$ cat config.mk
export PLATFORM = sky130hd
export DESIGN_NAME = base64_stream_decoder
export DESIGN_NICKNAME = d
export VERILOG_FILES = /design/src/b64d_pkg.sv /design/src/b64d_front.sv /design/src/b64d_queue.sv /design/src/b64d_back.sv /design/src/base64_stream_decoder.sv
export VERILOG_INCLUDE_DIRS = /design/src /design/src/src
export SDC_FILE = /design/constraint.sdc
export NUM_CORES = 1
export LEC_CHECK = 0
export ABC_CLOCK_PERIOD_IN_PS = 6500
export BUFFER_PORTS_ARGS = -buffer_cell sky130_fd_sc_hd__buf_4
export CAP_MARGIN = 20
export CORE_MARGIN = 4
export CORE_UTILIZATION = 45
export CTS_CLUSTER_SIZE = 8
export DETAILED_ROUTE_END_ITERATION = 10
export PLACE_DENSITY = 0.71
export SLEW_MARGIN = 30
export SYNTH_ARGS = -nofsm -noshare
export SYNTH_HDL_FRONTEND = slang
export SYNTH_SLANG_ARGS = --single-unit
export TNS_END_PERCENT = 5
$ cat constraint.sdc
create_clock -name i_clk -period 6.5 [get_ports i_clk]
set_input_delay 1.3 -clock i_clk [delete_from_list [all_inputs] [get_ports i_clk]]
set_output_delay 1.3 -clock i_clk [all_outputs]
set_load 0.1 [all_outputs]
$ cat src/base64_stream_decoder_assert.svh
// Assertion helpers for the base64 stream decoder.
// Each macro checks on the rising edge of i_clk and stays quiet while reset is applied.
`ifndef BASE64_STREAM_DECODER_ASSERT_SVH
`define BASE64_STREAM_DECODER_ASSERT_SVH

// Same-cycle implication.
`define B64D_ASSERT_IMPL(lbl, ante, cons, msg) \
    lbl: assert property (@(posedge i_clk) disable iff (!i_rst_n) (ante) |-> (cons)) \
        else $error(msg);

// Next-cycle implication.
`define B64D_ASSERT_NEXT(lbl, ante, cons, msg) \
    lbl: assert property (@(posedge i_clk) disable iff (!i_rst_n) (ante) |=> (cons)) \
        else $error(msg);

`endif

$ cat src/b64d_pkg.sv
`default_nettype none

package b64d_pkg;

    // Result status codes.
    typedef enum logic [1:0] {
        ST_OK         = 2'd0,
        ST_BAD_CHAR   = 2'd1,
        ST_BAD_LENGTH = 2'd2,
        ST_EMPTY      = 2'd3
    } t_status;

    // One input item.
    typedef struct packed {
        logic [7:0] char_byte;
        logic       has_char;
        logic       end_of_stream;
    } t_in;

    // One result item.
    typedef struct packed {
        logic [7:0] out_byte;
        logic       byte_valid;
        t_status    status;
        logic       last_of_run;
    } t_out;

    // An input item causes at most this many results.
    localparam int unsigned NUM_SLOTS = 3;

    // A group of results caused by one input item. The last used slot has
    // last_of_run set, which also marks the end of the group.
    typedef struct packed {
        t_out [NUM_SLOTS-1:0] res;
    } t_job;

    localparam int unsigned QUEUE_DEPTH_DEF = 4;

endpackage

`default_nettype wire

$ cat src/b64d_front.sv
`default_nettype none

module b64d_front (
    input  logic           i_clk,
    input  logic           i_rst_n,
    input  logic           i_accept,
    input  b64d_pkg::t_in  i_item,
    output logic           o_job_valid,
    output b64d_pkg::t_job o_job
);
    import b64d_pkg::*;

    // Returns {valid, sextet}.
    function automatic logic [6:0] map_char(input logic [7:0] c);
        logic [6:0] r;
        r = '0;
        if (c >= 8'h41 && c <= 8'h5A) begin
            r = {1'b1, 6'(c - 8'h41)};
        end else if (c >= 8'h61 && c <= 8'h7A) begin
            r = {1'b1, 6'(c - 8'h61 + 8'd26)};
        end else if (c >= 8'h30 && c <= 8'h39) begin
            r = {1'b1, 6'(c - 8'h30 + 8'd52)};
        end else if (c == 8'h2B) begin
            r = {1'b1, 6'd62};
        end else if (c == 8'h2F) begin
            r = {1'b1, 6'd63};
        end
        return r;
    endfunction

    function automatic logic [7:0] byte_a(input logic [5:0] s0, input logic [5:0] s1);
        return {s0, s1[5:4]};
    endfunction

    function automatic logic [7:0] byte_b(input logic [5:0] s1, input logic [5:0] s2);
        return {s1[3:0], s2[5:2]};
    endfunction

    function automatic logic [7:0] byte_c(input logic [5:0] s2, input logic [5:0] s3);
        return {s2[1:0], s3};
    endfunction

    logic [5:0] r_store [NUM_SLOTS];
    logic [5:0] n_store [NUM_SLOTS];
    logic [1:0] r_count, n_count;
    logic       r_seen, n_seen;
    logic       r_err, n_err;
    logic [6:0] mapped;
    logic [1:0] nres;
    t_job       job;

    assign mapped = map_char(i_item.char_byte);

    always_comb begin
        n_store = r_store;
        n_count = r_count;
        n_seen  = r_seen;
        n_err   = r_err;
        job     = '0;
        nres    = 2'd0;

        // Character first: store a sextet, finish a quartet, or flag an error.
        if (i_item.has_char && !r_err) begin
            n_seen = 1'b1;
            if (!mapped[6]) begin
                n_err              = 1'b1;
                job.res[0].status  = ST_BAD_CHAR;
                nres               = 2'd1;
            end else if (r_count == 2'd3) begin
                job.res[0].out_byte   = byte_a(r_store[0], r_store[1]);
                job.res[0].byte_valid = 1'b1;
                job.res[1].out_byte   = byte_b(r_store[1], r_store[2]);
                job.res[1].byte_valid = 1'b1;
                job.res[2].out_byte   = byte_c(r_store[2], mapped[5:0]);
                job.res[2].byte_valid = 1'b1;
                nres                  = 2'd3;
                n_count               = 2'd0;
            end else begin
                n_store[r_count] = mapped[5:0];
                n_count          = r_count + 2'd1;
            end
        end

        // Then the flush. A finished quartet leaves nothing held, so the two
        // parts never both produce results.
        if (i_item.end_of_stream) begin
            if (!n_err) begin
                if (!n_seen) begin
                    job.res[0].status = ST_EMPTY;
                    nres              = 2'd1;
                end else begin
                    unique case (n_count)
                        2'd1: begin
                            job.res[0].status = ST_BAD_LENGTH;
                            nres              = 2'd1;
                        end
                        2'd2: begin
                            job.res[0].out_byte   = byte_a(n_store[0], n_store[1]);
                            job.res[0].byte_valid = 1'b1;
                            nres                  = 2'd1;
                        end
                        2'd3: begin
                            job.res[0].out_byte   = byte_a(n_store[0], n_store[1]);
                            job.res[0].byte_valid = 1'b1;
                            job.res[1].out_byte   = byte_b(n_store[1], n_store[2]);
                            job.res[1].byte_valid = 1'b1;
                            nres                  = 2'd2;
                        end
                        default: begin
                        end
                    endcase
                end
            end
            n_count = 2'd0;
            n_seen  = 1'b0;
            n_err   = 1'b0;
        end

        unique case (nres)
            2'd1:    job.res[0].last_of_run = 1'b1;
            2'd2:    job.res[1].last_of_run = 1'b1;
            2'd3:    job.res[2].last_of_run = 1'b1;
            default: begin
            end
        endcase
    end

    assign o_job_valid = i_accept && (nres != 2'd0);
    assign o_job       = job;

    always_ff @(posedge i_clk) begin
        if (!i_rst_n) begin
            r_count <= 2'd0;
            r_seen  <= 1'b0;
            r_err   <= 1'b0;
        end else if (i_accept) begin
            r_count <= n_count;
            r_seen  <= n_seen;
            r_err   <= n_err;
        end
    end

    // Sextets are only read below the fill count, so they need no reset.
    always_ff @(posedge i_clk) begin
        if (i_accept) begin
            r_store <= n_store;
        end
    end

endmodule

`default_nettype wire

$ cat src/b64d_queue.sv
`default_nettype none

module b64d_queue #(
    parameter int unsigned DEPTH = b64d_pkg::QUEUE_DEPTH_DEF
) (
    input  logic           i_clk,
    input  logic           i_rst_n,
    input  logic           i_push,
    input  b64d_pkg::t_job i_data,
    output logic           o_full,
    input  logic           i_pop,
    output b64d_pkg::t_job o_data,
    output logic           o_empty
);
    import b64d_pkg::*;

    localparam int unsigned PTR_W = (DEPTH > 1) ? $clog2(DEPTH) : 1;
    localparam int unsigned CNT_W = $clog2(DEPTH + 1);

    t_job             r_mem [DEPTH];
    logic [PTR_W-1:0] r_wr, r_rd;
    logic [CNT_W-1:0] r_cnt;
    logic             do_push, do_pop;

    assign o_full  = (r_cnt == CNT_W'(DEPTH));
    assign o_empty = (r_cnt == '0);
    assign do_push = i_push && !o_full;
    assign do_pop  = i_pop && !o_empty;
    assign o_data  = r_mem[r_rd];

    always_ff @(posedge i_clk) begin
        if (!i_rst_n) begin
            r_wr  <= '0;
            r_rd  <= '0;
            r_cnt <= '0;
        end else begin
            if (do_push) begin
                r_wr <= (r_wr == PTR_W'(DEPTH - 1)) ? '0 : r_wr + 1'b1;
            end
            if (do_pop) begin
                r_rd <= (r_rd == PTR_W'(DEPTH - 1)) ? '0 : r_rd + 1'b1;
            end
            unique case ({do_push, do_pop})
                2'b10:   r_cnt <= r_cnt + 1'b1;
                2'b01:   r_cnt <= r_cnt - 1'b1;
                default: r_cnt <= r_cnt;
            endcase
        end
    end

    always_ff @(posedge i_clk) begin
        if (do_push) begin
            r_mem[r_wr] <= i_data;
        end
    end

endmodule

`default_nettype wire

$ cat src/b64d_back.sv
`default_nettype none

module b64d_back (
    input  logic           i_clk,
    input  logic           i_rst_n,
    input  logic           i_job_avail,
    input  b64d_pkg::t_job i_job,
    output logic           o_job_take,
    input  logic           i_pop,
    output logic           o_empty,
    output b64d_pkg::t_out o_result
);
    import b64d_pkg::*;

    t_job       r_job;
    logic [1:0] r_idx;
    logic       r_busy;
    t_out       cur;
    logic       last;

    assign cur        = r_job.res[r_idx];
    assign last       = cur.last_of_run;
    assign o_empty    = !r_busy;
    assign o_result   = cur;
    // Load the next group when idle or as the final item of this group leaves.
    assign o_job_take = i_job_avail && (!r_busy || (i_pop && last));

    always_ff @(posedge i_clk) begin
        if (!i_rst_n) begin
            r_busy <= 1'b0;
            r_idx  <= 2'd0;
        end else if (o_job_take) begin
            r_busy <= 1'b1;
            r_idx  <= 2'd0;
        end else if (r_busy && i_pop) begin
            if (last) begin
                r_busy <= 1'b0;
            end else begin
                r_idx <= r_idx + 2'd1;
            end
        end
    end

    always_ff @(posedge i_clk) begin
        if (o_job_take) begin
            r_job <= i_job;
        end
    end

endmodule

`default_nettype wire

$ cat src/base64_stream_decoder.sv
// Channel  | Ports                        | Handshake
// ---------+------------------------------+------------------------------------
// input    | i_item, i_push, o_full       | item taken when i_push && !o_full
// result   | o_result, o_empty, i_pop     | item taken when i_pop && !o_empty
//
// One input item is taken every cycle while the job queue has room. An item is
// decoded in the cycle it is taken and its results (up to three) are written
// into the queue as one group at the accepting edge. The back end loads the
// group when it is idle or as the final result of its current group is taken;
// from that load on, the group's first result is on the result ports.
// While i_pop is high and groups are queued, the result side delivers one item
// per cycle, across group boundaries too, enough for three bytes per quartet.
// Reset is synchronous and active low; it empties the queue and clears the
// decoder state at once, with no clearing pass. o_full rises only when the
// queue holds QUEUE_DEPTH groups that the result side has not yet drained.
`default_nettype none
`include "base64_stream_decoder_assert.svh"

module base64_stream_decoder #(
    parameter int unsigned QUEUE_DEPTH = b64d_pkg::QUEUE_DEPTH_DEF
) (
    input  logic           i_clk,
    input  logic           i_rst_n,
    input  logic           i_push,
    input  b64d_pkg::t_in  i_item,
    output logic           o_full,
    input  logic           i_pop,
    output logic           o_empty,
    output b64d_pkg::t_out o_result
);
    import b64d_pkg::*;

    // The front end maps each character to a sextet, tracks the quartet and the
    // stream flags, and packs whatever results the item causes into one group.
    logic q_push, q_pop, q_full, q_empty;
    logic accept;
    t_job job_in, job_out;
    logic job_has_last;
    logic res_is_status;
    logic status_alone;

    assign accept = i_push && !q_full;
    assign o_full = q_full;

    b64d_front u_front (
        .i_clk       (i_clk),
        .i_rst_n     (i_rst_n),
        .i_accept    (accept),
        .i_item      (i_item),
        .o_job_valid (q_push),
        .o_job       (job_in)
    );

    // The queue decouples decoding from delivery, so a stalled reader does not
    // hold up the input until the queue has filled.
    b64d_queue #(
        .DEPTH (QUEUE_DEPTH)
    ) u_queue (
        .i_clk   (i_clk),
        .i_rst_n (i_rst_n),
        .i_push  (q_push),
        .i_data  (job_in),
        .o_full  (q_full),
        .i_pop   (q_pop),
        .o_data  (job_out),
        .o_empty (q_empty)
    );

    // The back end walks through each group one result item at a time.
    b64d_back u_back (
        .i_clk       (i_clk),
        .i_rst_n     (i_rst_n),
        .i_job_avail (!q_empty),
        .i_job       (job_out),
        .o_job_take  (q_pop),
        .i_pop       (i_pop),
        .o_empty     (o_empty),
        .o_result    (o_result)
    );

    assign job_has_last  = job_in.res[0].last_of_run || job_in.res[1].last_of_run
                           || job_in.res[2].last_of_run;
    assign res_is_status = !o_empty && (o_result.status != ST_OK);
    assign status_alone  = o_result.last_of_run && !o_result.byte_valid;

    // A group is only written while the queue has room.
    `B64D_ASSERT_IMPL(a_no_push_when_full, q_full, !q_push, "group pushed into a full queue")
    // Every group carries an end marker, or the back end would run into stale slots.
    `B64D_ASSERT_IMPL(a_group_has_last, q_push, job_has_last, "group without a final result")
    // A group taken from the queue shows up on the result side in the next cycle.
    `B64D_ASSERT_NEXT(a_take_shows, q_pop, !o_empty, "taken group not presented")
    // A status result stands alone, so it always closes its run.
    `B64D_ASSERT_IMPL(a_status_is_last, res_is_status, status_alone, "status result not alone")

endmodule

`default_nettype wire
After elaboration in Yosys (flattened, before gate mapping):

Memories as Yosys holds them, arrays and structs flattened. A register that Yosys moved wholly into a read port is not among the register bits.
Index checks and enable logic that the tools add are counted.

* register bits after elaboration: 36
* latch bits: 0
* bits in writable memories: 128
* memory bits (read-only): 0
* logic and storage cells: 141
* memories kept: 1

* add/sub/neg operators: 11
* multiply operators: 0
* divide/modulo/power cells: 0
* magnitude comparators: 9
* eq/ne operators: 14
* shift-type cells: 0
* muxes and demuxes: 60
* bitwise logic cells: 4
* reduce and logical (&&, ||, !) cells: 28

Memories
* u_queue.r_mem: words 4, width 32, read ports 1, clocked after Yosys merged registers in 1, wr ports 1, line b64d_queue.sv:20 `t_job r_mem [DEPTH];`

Operators by type and width (count)
* two-way mux 9 bit: 14
* two-way mux 18 bit: 3
* two-way mux 7 bit: 5
* two-way mux 11 bit: 3
* two-way mux 2 bit: 14
* binary-select mux 12 bit (select 2 bit): 1
* bitwise mux 18 bit: 1
* equality test 2 bit (second input constant): 8
* equality test 8 x 6 -> 1 bit (second input constant): 2
* >= comparator 8 x 7 -> 1 bit (second input constant): 2
* <= comparator 8 x 7 -> 1 bit (second input constant): 2
* two-way mux 1 bit: 14
* demux 6 bit (select 2 bit): 1
* logical AND 1 bit: 12
* two-way mux 12 bit: 1
* subtractor 6 bit (second input constant): 2
* adder 2 x 1 -> 2 bit (second input constant): 4
* >= comparator 8 x 6 -> 1 bit (second input constant): 1
* <= comparator 8 x 6 -> 1 bit (second input constant): 1
* nonzero test 2 bit: 4
* adder 6 x 5 -> 6 bit (second input constant): 1
* adder 6 bit (second input constant): 1
* equality test 2 x 1 -> 1 bit (second input constant): 3
* two-way mux 6 bit: 1
* 17 further kinds: 25

Logic depth before layout (Yosys ltp):

Gate-level depths: netlist of the first run.

* word-level depth: 19
* depth in mapped cells: 22

Cells and area by module:

Synthesis of the first run repeated with hierarchy kept, for this count alone.

* cells, all modules: 595
* area total of the unflattened synthesis: 9541.7 µm²

By module, submodules not included
* b64d_queue: instances 1, cells each 244, area an instance 5743.0 µm², sequential area each 4504.3 µm²
* b64d_front: instances 1, cells each 251, area an instance 2245.9 µm², sequential area each 620.6 µm²
* b64d_back: instances 1, cells each 98, area an instance 1535.2 µm², sequential area each 1141.1 µm²
* base64_stream_decoder: instances 1, cells each 2, area an instance 17.5 µm², sequential area each 0.0 µm²

Worst setup path before layout of the first run:

OpenSTA, ideal clock, no wires.

* path kind: register to register
* start point: register u_back.r_idx[0]
* end point: register u_queue.r_cnt[2]
* setup time: 0.071 ns
* arrival time: 5.428 ns
* data required time: 6.429 ns
* slack: 1.001 ns
* cell stages (with the launch flop): 12
* path buffers: 1
* cell sequence: dfxtp_1 clkbuf_1 mux2i_1 o2bb2ai_1 a21oi_1 nor2_1 ha_1 inv_1 fa_1 xor2_1 or3_1 a21oi_1

RTL lines
* start: declaration: line b64d_back.sv:16 `logic [1:0] r_idx;`
* start signal: assignment: line b64d_back.sv:39 `r_idx <= r_idx + 2'd1;`
* end signal: assignment: line b64d_queue.sv:44 `2'b10: r_cnt <= r_cnt + 1'b1;`
* end signal: assignment: line b64d_queue.sv:45 `2'b01: r_cnt <= r_cnt - 1'b1;`
* end signal: assignment: line b64d_queue.sv:46 `default: r_cnt <= r_cnt;`
* end: declaration: line b64d_queue.sv:22 `logic [CNT_W-1:0] r_cnt;`

Final worst setup path of the first run:

* start point: input i_item[4] (netlist name)
* end point: register u_queue.r_cnt[2]

* word-level cells in the longest chain between the ends: 19
* elaborated cells on any way between the ends: 37

RTL lines
* start: declaration: line base64_stream_decoder.sv:25 `input b64d_pkg::t_in i_item,`
* parallel branches: the longest is 5 deep, another holds >= comparator 8 x 6 -> 1 bit
* two-way mux 7 bit (*): line b64d_front.sv:17 `if (c >= 8'h41 && c <= 8'h5A) begin`
* two-way mux 2 bit: line b64d_front.sv:65 `if (!mapped[6]) begin`
* two-way mux 2 bit: line b64d_front.sv:63 `if (i_item.has_char && !r_err) begin`
* equality test 2 bit / equality test 2 x 1 -> 1 bit (equally long branches): line b64d_front.sv:92 `unique case (n_count)`
* OR reduction 2 bit (no source line)
* case mux 2 bit (2 select lines): line b64d_front.sv:92
* two-way mux 2 bit: line b64d_front.sv:88 `if (!n_seen) begin`
* two-way mux 2 bit: line b64d_front.sv:87 `if (!n_err) begin`
* two-way mux 2 bit (*): line b64d_front.sv:86 `if (i_item.end_of_stream) begin`
* nonzero test 2 bit (*): line b64d_front.sv:128 `assign o_job_valid = i_accept && (nres != 2'd0);`
* logical AND 1 bit (*): line b64d_front.sv:128
* logical AND 1 bit (*): line b64d_queue.sv:27 `assign do_push = i_push && !o_full;`
* equality test 2 x 1 -> 1 bit / equality test 2 bit (equally long branches): line b64d_queue.sv:43 `unique case ({do_push, do_pop})`
* case mux 3 bit (2 select lines) / nonzero test 2 bit (equally long branches)

Mark *: on every way between the ends.
A chain may end at the register's enable or synchronous reset.

==> results of run 1 <==
==> state kept, by name, indices dropped and copies added (netlist names), named ones only <==
| signal | flops |
|---|---|
| u_back.r_job | 32 |
| u_front.r_store | 16 |
| u_front.r_err | 1 |
| u_front.r_count | 2 |
| u_queue.r_mem | 128 |
| u_back.r_idx | 2 |
| u_queue.r_wr | 2 |
| u_back.r_busy | 1 |
| u_front.r_seen | 1 |
| u_queue.r_cnt | 3 |
| u_queue.r_rd | 2 |
==> through the flow <==
| step | setup slack (ns) | cells | hold WS [ns] | total power, mW | util (%) |
|---|---|---|---|---|---|
| 2_1_floorplan | 1.00 | 529 | 0.467 | 2.45 | - |
| 3_3_place_gp | 1.03 | 777 | 0.466 | 2.66 | 48.1 |
| 3_5_place_dp | 0.724 | 777 | 0.480 | 2.69 | 48.1 |
| 4_1_cts | 1.17 | 809 | 0.490 | 3.69 | 51.2 |
| 5_1_grt | 0.623 | 809 | 0.526 | 3.82 | 51.2 |
| 6_report | 1.14 | 809 | 0.493 | 3.66 | 51.2 |
==> worst min-delay path: stages, from the launching register on <==
cell and delay [ns]:
dfxtp_2 0.32, o21ai_0 0.06, a21oi_1 0.07
==> cell type report <==
class	count	area share (%)
inverters	22	0.865
multi-input cells	294	28.3
flip-flops and latches	192	59.0
well taps	234	3.07
clock inverters	15	1.57
clock buffers	17	4.46
repair buffers	35	2.75
==> Yosys cell counts (2+ instances only) <==
master    instances
nor2_1           22
nor2b_1           9
mux4_2           32
a22o_1           14
buf_2             6
o21a_1            2
buf_6             3
nor3_1            5
a21boi_0          2
a21o_1            2
a32o_1            2
a31oi_1           8
inv_1            20
and2_1           14
a211oi_1          3
a21oi_1          11
o21ai_1           3
nand3_1           8
nor3_2            3
mux2_2           17
a21oi_2           2
o211ai_1          2
or3_1             6
dfxtp_1          14
nand4_1           3
nor3b_1           5
clkbuf_1         11
nand2b_1          5
xnor2_1           4
mux2i_1          18
ha_1             23
nand2_1          25
o21ai_0          18
edfxtp_1        178
inv_2             2
xor2_1            3
o21ai_2           3
==> cell families after synthesis <==
logic type	count (synthesis)	synth area share (%)
AO/OA/AOI/OAI	82	7.24
XOR/XNOR	7	0.720
adder cells (fa/ha/maj)	24	3.61
buffers and inverters	43	2.29
flip-flops	192	66.0
multiplexers	69	13.1
AND/OR/NAND/NOR	112	6.99
==> placed cells by master (no fill, tap or decap), types with 3 or more instances in the layout <==
master and instances:
o21ai_0 18, nor2_1 21, nor3b_1 5, o21ai_2 3, nand2_1 25, nand4_1 3
a22o_1 14, mux2i_1 18, nor2b_1 9, mux2_2 17, nor3_1 5, xor2_1 3
a211oi_1 3, a31oi_1 8, buf_4 35, inv_6 7, ha_1 23, clkinv_4 4
mux4_2 32, and2_1 14, o21ai_1 3, edfxtp_1 178, inv_1 20, clkbuf_16 17
a21oi_1 11, or3_1 6, nand2b_1 5, nor3_2 3, dfxtp_1 12, xnor2_1 4
nand3_1 8
==> worst min-delay path by stage <==
stage	startpoint	end	slack [ns]	cells after the start
6_report	u_queue.r_rd[0]	u_queue.r_rd[0]	0.49	2
3_3_place_gp	u_queue.r_rd[0]	u_queue.r_rd[0]	0.47	2
4_1_cts	u_queue.r_rd[0]	u_queue.r_rd[0]	0.49	2
5_1_grt	u_queue.r_rd[0]	u_queue.r_rd[0]	0.53	2
3_5_place_dp	u_queue.r_rd[0]	u_queue.r_rd[0]	0.48	2
2_1_floorplan	u_queue.r_cnt[2]	u_queue.r_cnt[2]	0.47	2
==> report_power, final <==
part	total, mW	internal (mW)	switching [mW]
sequential	1.69	1.60	0.0905
combinational	0.965	0.295	0.671
clock	1.01	0.541	0.464
==> layer usage <==
metal	vias up	wire (um)	global-route usage (%)
li1	2120	-	-
met1	2368	7120	21.1
met2	134	8110	26.0
met3	20	649	2.68
met4	0	272	6.32
met5	-	0	0
==> metrics, run 1 <==
status=finished, final reports clean; Total Wirelength=approximately 16 mm; Final ANT Viol Nets=0; routability congestion estimate=~0.85; post-synthesis cell type count=between 50 and 60; min Tclk post-route=roughly 5.4 ns; CP required=around 6.9 ns; PwrDens=approximately 380 mW/mm^2; critical-path cell list=buf_4, inv_1, ha_1, a21boi_0, mux2i_1, o211ai_2, buf_4, a21oi_2, mux2i_1, inv_1, ha_1, nor2b_1, o21ai_0, a21oi_1, o21ai_0, o21ai_2, inv_2, ha_1, inv_1, fa_1, xor2_1, or3_1, a21oi_1; crit path capture type=flop; Post-Syn Instances=between 500 and 600; multi-input logic area=0.00270 sq mm; postcts setup bufs=0; core area=between 0.015 and 0.02 sq mm; antenna violations before repair=0; port bufs=27; diodes inserted=0; number of fill cells in the layout=roughly 1,500; #FFs+latches synth=around 190; kind of critical path=in -> reg; hold buffer count at CTS=0; synth warn=0; later-pin clock latency in the skew report=0.43 ns; die width=between 100 and 150 um; Reg area=0.00563 sq mm; H-tree levels=4; HPWL after DPL=between 10 and 15 mm; placement-stage cell area=~0.0090 sq mm; Setup TNS Final=0 ns; max-slew violation count=0; CTS Buf Count=17; largest net degree at the start of global routing=36; CTS Sinks=approximately 190; Vias/cell=approximately 5.7; setup violators final=0; total global routing overflow=0; Fmax=between 150 and 200 MHz; Crit-path slowest cell=fa_1; I/O pin count=28; Synth Flop Type=edfxtp_1; CP Launch Point=i_item[4]; CTS root buf=clkbuf_16; worst vdd ir=around 0.20 mV; Vias=between 4,000 and 5,000; Crit path max-delay family=compound AO/OA/AOI/OAI gates; Final period util=about 82%; Syn-to-layout area delta=12.0%; synthesized area=roughly 0.0085 sq mm; area leader, netlist=edfxtp_1; WL/cell=20.0 um; max-cap violation count=0; final instance area=0.00954 sq mm; Buffers & Inverters on Critical Path=6; Worst setup SP type=input port; Crit path depth=23; CTS tree=done; Reg clk slew, reported paths=0.07 ns; unrepaired setup endpoints after global routing=no; Least-Margin Pin Slew=between 0.9 and 1 ns; share of layout cells above drive strength 1=about a quarter; Slew HR=between 30% and 40%; number of DRC markers in iteration 0=~350; Post-CTS Resized=0; Worst Skew=0.00681 ns; EDFF count, synth=~180; Starting Density=a little under half; Worst Reg-to-Reg Cells=11; static leakage=between 3 and 4 nW; Synth top area share=a little over three fifths; die area=between 0.02 and 0.025 sq mm; worst r2r src=u_back.r_idx[1]; crit path DAT=about 5.7 ns; Seq/Total Area, Yosys=66.0%; Bufs on Longest Clock Path=2; fin nets=600; R2R setup slack=2.61 ns; Worst path max stage delay=roughly 0.38 ns; # rows=50; syn_area_per_cell=16.1 sq um; synth top area cells=edfxtp_1 63%, mux4_2 8.5%, ha_1 3.4%, dfxtp_1 3.3%, mux2_2 2.2%; vias in the first global route=between 4,000 and 5,000; Die H=approximately 150 um; Mapped Nets=approximately 570; CP max FO=11; path type of the worst min-delay path=reg -> reg; Total Routing Usage GR=15.8%; asr flop ratio synth=0%; Pre-Repair DR Iteration Count=5; DRC=0; Reg2Reg Capture Point=u_queue.r_cnt[2]; global-route wire length before repair=between 20 and 30 mm; Setup crit end=u_queue.r_cnt[2]; Hold Violations, Final=0
(Power assumes the default switching activity.)
==> run 2: changes to the inputs <==
--- a/config.mk
+++ b/config.mk
@@ -6,14 +6,15 @@
 export SDC_FILE = /design/constraint.sdc
 export NUM_CORES = 1
 export LEC_CHECK = 0
-export ABC_CLOCK_PERIOD_IN_PS = 6500
+export ABC_AREA = 1
+export ABC_CLOCK_PERIOD_IN_PS = 4500
 export BUFFER_PORTS_ARGS = -buffer_cell sky130_fd_sc_hd__buf_4
 export CAP_MARGIN = 20
 export CORE_MARGIN = 4
 export CORE_UTILIZATION = 45
 export CTS_CLUSTER_SIZE = 8
 export DETAILED_ROUTE_END_ITERATION = 10
-export PLACE_DENSITY = 0.71
+export PLACE_DENSITY = 0.73
 export SLEW_MARGIN = 30
 export SYNTH_ARGS = -nofsm -noshare
 export SYNTH_HDL_FRONTEND = slang
==> constraint.sdc (replaced) <==
create_clock -name i_clk -period 4.5 [get_ports i_clk]
set_input_delay 0.9 -clock i_clk [delete_from_list [all_inputs] [get_ports i_clk]]
set_output_delay 0.9 -clock i_clk [all_outputs]
set_load 0.1 [all_outputs]
==> run 2 against run 1 <==
  * Critical path depth is 4 higher
  * Largest power group unchanged
  * Utilization is 1.0 points higher
  * Non-clock buffer count is 14 higher
  * Global-route usage is 0.52 points higher
  * Wire length is 6.1% higher
==> metrics, run 2 <==
later-pin clock latency in the skew report=between 0.4 and 0.5 ns; Post-Syn Instances=slightly below 800; syn_area_per_cell=11.2 sq um; Final ANT Viol Nets=0; P_sw=1.97 mW; synth top area cells=edfxtp_1 62%, nor2_1 5.2%, o21ai_0 4.7%, nand2_1 4.3%, ha_1 3.3%; HPWL after DPL=11.4 mm; PwrDens=~550 mW/mm^2; worst vdd ir=~0.24 mV; I/O pin count=28; Mapped Nets=810; unrepaired setup endpoints after global routing=no; DRC=0; Least-Margin Pin Slew=~0.87 ns; CTS tree=done; CP required=between 4 and 5 ns; Synth Flop Type=edfxtp_1; most common cell in the netlist=edfxtp_1; biggest regs=u_queue.r_mem: 128 flops, u_back.r_job: 32 flops, u_front.r_store: 16 flops; vias in the first global route=5,444; Starting Density=between 40% and 50%; clock power share=around a quarter; Worst Skew=about 0.0070 ns; Final period util=90.7%; asr flop ratio synth=0%; post-synthesis cell type count=40; Worst setup SP type=input port; die width=147 um; diodes inserted=0; Reg clk slew, reported paths=about 0.060 ns; status=finished, final reports clean; CP max FO=8; Sequential Power Share=between 40 and 50%; Comb pwr share=30.9%; synth cell count leaders=178 x edfxtp_1, 119 x nor2_1, 100 x nand2_1; most frequent cells in the layout=178 x edfxtp_1, 115 x nor2_1, 100 x nand2_1; synth warn=0; Fmax=245 MHz; Vias/cell=roughly 5.3; largest net degree at the start of global routing=between 60 and 70; path type of the worst min-delay path=reg -> reg; Synth top area share=about three fifths; Seq/Total Area, Yosys=64.9%; switching share of total power=between 30% and 40%; DR WL met2=approximately 8.3 mm; max-slew violation count=0; WL/cell=15.8 um; kind of critical path=in -> reg; Vias=5,726; Syn-to-layout area delta=13.4%; routability congestion estimate=about 0.85; Top reg by flops=u_queue.r_mem; share of layout cells above drive strength 1=between 10% and 20%; Post-CTS Resized=0; # rows=50; CTS Sinks=about 190; setup violators final=0; crit path DAT=4.39 ns; Pre-Repair DR Iteration Count=5; Max Used Layer=met4; wire length on met1=around 7.5 mm; core area=0.0188 sq mm; Slew HR=about two fifths; H-tree levels=4; EDFF count, synth=roughly 180; number of fill cells in the layout=about 1,600; hold buffer count at CTS=0; Bufs on Longest Clock Path=2; Total Routing Usage GR=roughly 16%; Int Power=between 3 and 4 mW; placement-stage cell area=just over 0.009 sq mm; die area=about 0.022 sq mm; CTS root buf=clkbuf_16; port bufs=27; Die H=between 100 and 150 um; postcts setup bufs=0; met3 routed WL=approximately 1.2 mm; R2R setup slack=~1.2 ns; synthesized area=roughly 0.0087 sq mm; #FFs+latches synth=around 190; area leader, netlist=edfxtp_1; static leakage=roughly 3.7 nW; total global routing overflow=0; CTS Buf Count=17; commonest non-fill, non-tap cell in the layout=edfxtp_1; Total Wirelength=~17 mm; max-cap violation count=0; global-route wire length before repair=about 28 mm; max reg flops=128; min Tclk post-route=about 4.1 ns; post-layout util=a little over half; Hold Violations, Final=0; antenna violations before repair=0; crit path capture type=flop; fin nets=850; final instance area=around 0.01 sq mm; number of DRC markers in iteration 0=595
## run 2: changes by cell type in the layout (fill, tap and decap cells not counted), moves of 30 or more
cell     previous run  this run
inv_1              20        50
o21ai_0            18        81
mux4_2             32         0
nor2_1             21       115
o22ai_1             1        32
nand2_1            25       100
## run 2: area by class of cell
type                            count  area, sq um  share of cell area (%)
Sequential cell                   192         5630                    57.2
Clock inverter                     13         98.8                    1.01
Inverter                           61          236                    2.40
Clock buffer                       18          429                    4.36
Tap cell                          260          325                    3.31
Timing Repair Buffer               49          418                    4.25
Multi-Input combinational cell    491         2700                    27.5
## run 2: power by group through the flow
stage | logic [mW] | registers, mW | clock network (mW)
after floorplan | 1.26 | 2.43 | 0
after global placement | 1.67 | 2.45 | 0
after detailed placement | 1.69 | 2.46 | 0
after CTS | 1.70 | 2.42 | 1.37
after global routing | 1.84 | 2.44 | 1.46
final | 1.69 | 2.42 | 1.35
## run 2: worst paths after layout
check / to / depth (start not counted) / start
setup / recovery: u_queue.r_cnt[2] / 27 / i_item[4]
hold / removal: u_front.r_seen / 2 / u_front.r_seen
setup reg to reg: u_queue.r_cnt[2] / 17 / u_front.r_count[0]
hold reg to reg: u_front.r_seen / 2 / u_front.r_seen
## run 2: kinds of logic (layout without fill, tap and decap cells)
| group | count (synthesis) | count (layout) | synth area share, % |
|---|---|---|---|
| AND/OR/NAND/NOR | 287 | 287 | 15.5 |
| adder cells (fa/ha/maj) | 24 | 24 | 3.55 |
| flip-flops | 192 | 192 | 64.9 |
| XOR/XNOR | 5 | 5 | 0.505 |
| AO/OA/AOI/OAI | 175 | 175 | 11.4 |
| buffers and inverters | 89 | 141 | 4.10 |
## run 2: through the flow
step	setup slack [ns]	TNS, ns	hold WS [ns]	power, mW	instances
floorplan	-0.267	-34.18	0.453	3.69	772
global placement	0.0872	0	0.464	4.11	1053
detailed placement	-0.0148	-0.0148	0.485	4.15	1053
CTS	0.432	0	0.497	5.49	1084
global route	0.0748	0	0.533	5.74	1084
finish	0.420	0	0.487	5.45	1084
## run 2: routing by layer
metal / up-vias / GRT usage (%)
met5: - / 0
met4: 0 / 4.23
met3: 12 / 4.13
met2: 186 / 26.2
met1: 2721 / 22.3
li1: 2807 / -
## run 2: critical path, stage by stage
cell and delay [ns]:
buf_4 0.15, inv_2 0.09, ha_1 0.25, inv_2 0.06
o21ai_2 0.12, nand2_2 0.09, nand2_4 0.09, nand2_4 0.06
nor2_4 0.13, nand2_4 0.08, nand2_4 0.07, nand2_1 0.05
o21ai_0 0.15, inv_1 0.11, ha_1 0.29, a21oi_1 0.12
nand3_1 0.13, a21oi_4 0.19, nand3_4 0.12, nand2_4 0.07
ha_1 0.15, inv_1 0.06, fa_1 0.38, a21oi_1 0.15
o21ai_0 0.12, o21ai_0 0.15, a21oi_1 0.05
==> run 3: changes to the inputs <==
--- a/config.mk
+++ b/config.mk
@@ -9,7 +9,6 @@
 export ABC_AREA = 1
 export ABC_CLOCK_PERIOD_IN_PS = 4500
 export BUFFER_PORTS_ARGS = -buffer_cell sky130_fd_sc_hd__buf_4
-export CAP_MARGIN = 20
 export CORE_MARGIN = 4
 export CORE_UTILIZATION = 45
 export CTS_CLUSTER_SIZE = 8
==> constraint.sdc (replaced) <==
create_clock -name i_clk -period 4.5 [get_ports i_clk]
set_input_delay 0.9 -clock i_clk [delete_from_list [all_inputs] [get_ports i_clk]]
set_output_delay 0.9 -clock i_clk [all_outputs]
set_load 0.01 [all_outputs]
==> run 3 against run 2 <==
  * Clock-buffer cell count is 1 lower
  * Sequential power about the same
  * Via count is 1.3% lower
  * Hold slack worse by 0.0033 ns
  * Sequential cell count is the same
  * Combinational power shrank 30%
==> metrics, run 3 (synthesis results as in run 2) <==
Fmax=approximately 250 MHz; crit path DAT=~4.4 ns; Worst Reg-to-Reg Cells=17; HPWL after DPL=11.0 mm; Worst Skew=approximately 0.0086 ns; Crit path max-delay family=adder cells; share of layout cells above drive strength 1=about 15%; fin nets=roughly 850; Comb pwr share=23.3%; Worst path max stage delay=~0.37 ns; setup violators final=0; hold path start=u_front.r_seen; Syn-to-layout area delta=14.1%; max-cap violation count=0; commonest non-fill, non-tap cell in the layout=edfxtp_1; path type of the worst min-delay path=reg -> reg; R2R setup slack=approximately 1.3 ns; hold depth=2; Worst setup SP type=input port; biggest regs=u_queue.r_mem: 128 flops, u_back.r_job: 32 flops, u_front.r_store: 16 flops; CTS tree=done; I/O pin count=28; clock power share=between 20 and 30%; DRC=0; placed cells=1,052; # rows=50; Die H=147 um; switching share of total power=30.1%; crit path capture type=flop; routability congestion estimate=0.877; Sequential Power Share=47.2%; total global routing overflow=0; Starting Density=about 46%; unrepaired setup endpoints after global routing=no; max reg flops=approximately 130; WL/cell=~15 um; Slew HR=about 42%; global-route wire length before repair=roughly 27 mm; die width=about 150 um; WHS=approximately 0.48 ns; Reg2Reg Capture Point=u_queue.r_cnt[2]; max-slew violation count=0; worst r2r src=u_front.r_count[0]; largest net degree at the start of global routing=68; min Tclk post-route=between 4 and 5 ns; Final period util=approximately 90%; port bufs=27; Final ANT Viol Nets=0; post-layout util=a little over half; Vias/cell=between 5 and 6; Vias=approximately 5,700; Bufs on Longest Clock Path=2; CTS Sinks=192; antenna violations before repair=0; Least-Margin Pin Slew=just under 0.9 ns; worst vdd ir=between 0.2 and 0.3 mV; static leakage=~3.7 nW; Crit-path slowest cell=fa_1; kind of critical path=in -> reg; Hold Path End=u_front.r_seen; Pre-Repair DR Iteration Count=5; Buffers & Inverters on Critical Path=5; die area=between 0.02 and 0.025 sq mm; P_sw=approximately 1.5 mW; placement-stage cell area=just over 0.009 sq mm; Reg clk slew, reported paths=0.07 ns; PwrDens=just over 500 mW/mm^2; Int Power=approximately 3.6 mW; most used cell, CP=nand2_4; status=finished, final reports clean; Total Power=~5.1 mW; most frequent cells in the layout=178 x edfxtp_1, 115 x nor2_1, 100 x nand2_1; core area=roughly 0.019 sq mm; vias in the first global route=5,381; later-pin clock latency in the skew report=0.43 ns; H-tree levels=4; CP required=a little under 5 ns; Total Wirelength=roughly 17 mm; multi-input logic area=0.00270 sq mm; Non-Filler Instances=roughly 1,100; Top reg by flops=u_queue.r_mem; number of DRC markers in iteration 0=~460; Reg area=0.00563 sq mm; Hold Violations, Final=0; diodes inserted=0; CTS root buf=clkbuf_16; final instance area=just under 0.01 sq mm; CP max FO=8; CTS Buf Count=17; Total Routing Usage GR=between 10% and 20%; number of fill cells in the layout=roughly 1,600
==> run 3: final cells by class <==
class,count,share of cell area (%)
inverter,61,2.39
clock inverter,15,1.72
multi-input combinational,491,27.3
sequential,192,56.9
tap,260,3.29
timing repair buffer,48,4.15
clock buffer,17,4.30
==> run 3: what timing repair did <==
action | in CTS | in global routing
buffers inserted | 0 | 0
resized for setup | 0 | 1
setup endpoints to repair | 0 | 1
hold buffers | 0 | 0
==> run 3: through the flow <==
stage                     setup TNS (ns)  setup slack (ns)
final                                  0             0.435
after detailed placement         -0.0362           -0.0362
after global routing                   0            0.0380
after global placement                 0            0.0525
after floorplan                   -34.18            -0.267
after CTS                              0             0.418
==> run 3: layer usage <==
metal,track usage (%),vias to the layer above,share of wire [%]
met5,0,-,0
li1,-,2803,-
met3,3.24,30,5.0
met1,21.8,2676,47
met4,6.44,0,2.0
met2,25.5,142,46
==> run 3: tightest hold or removal path, cell delays in order (launching register included) <==
cell and delay (ns):
dfxtp_1 0.32, nand2_1 0.06, a21oi_1 0.06
==> run 3: worst max-delay path by stage <==
stage	startpoint	end	depth (start not counted)
floorplan	i_item[2]	u_queue.r_mem[0][0]	18
global placement	i_item[4]	u_queue.r_cnt[2]	26
detailed placement	i_item[4]	u_queue.r_cnt[2]	26
CTS	i_item[4]	u_queue.r_cnt[2]	26
global route	i_item[4]	u_queue.r_cnt[2]	27
finish	i_item[4]	u_queue.r_cnt[2]	27
==> run 3: power groups by stage <==
stage | registers, mW | clock network [mW] | logic [mW]
after global placement | 2.44 | 0 | 1.18
after floorplan | 2.43 | 0 | 0.774
after global routing | 2.43 | 1.61 | 1.34
final | 2.41 | 1.50 | 1.19
after detailed placement | 2.45 | 0 | 1.20
after CTS | 2.41 | 1.52 | 1.20
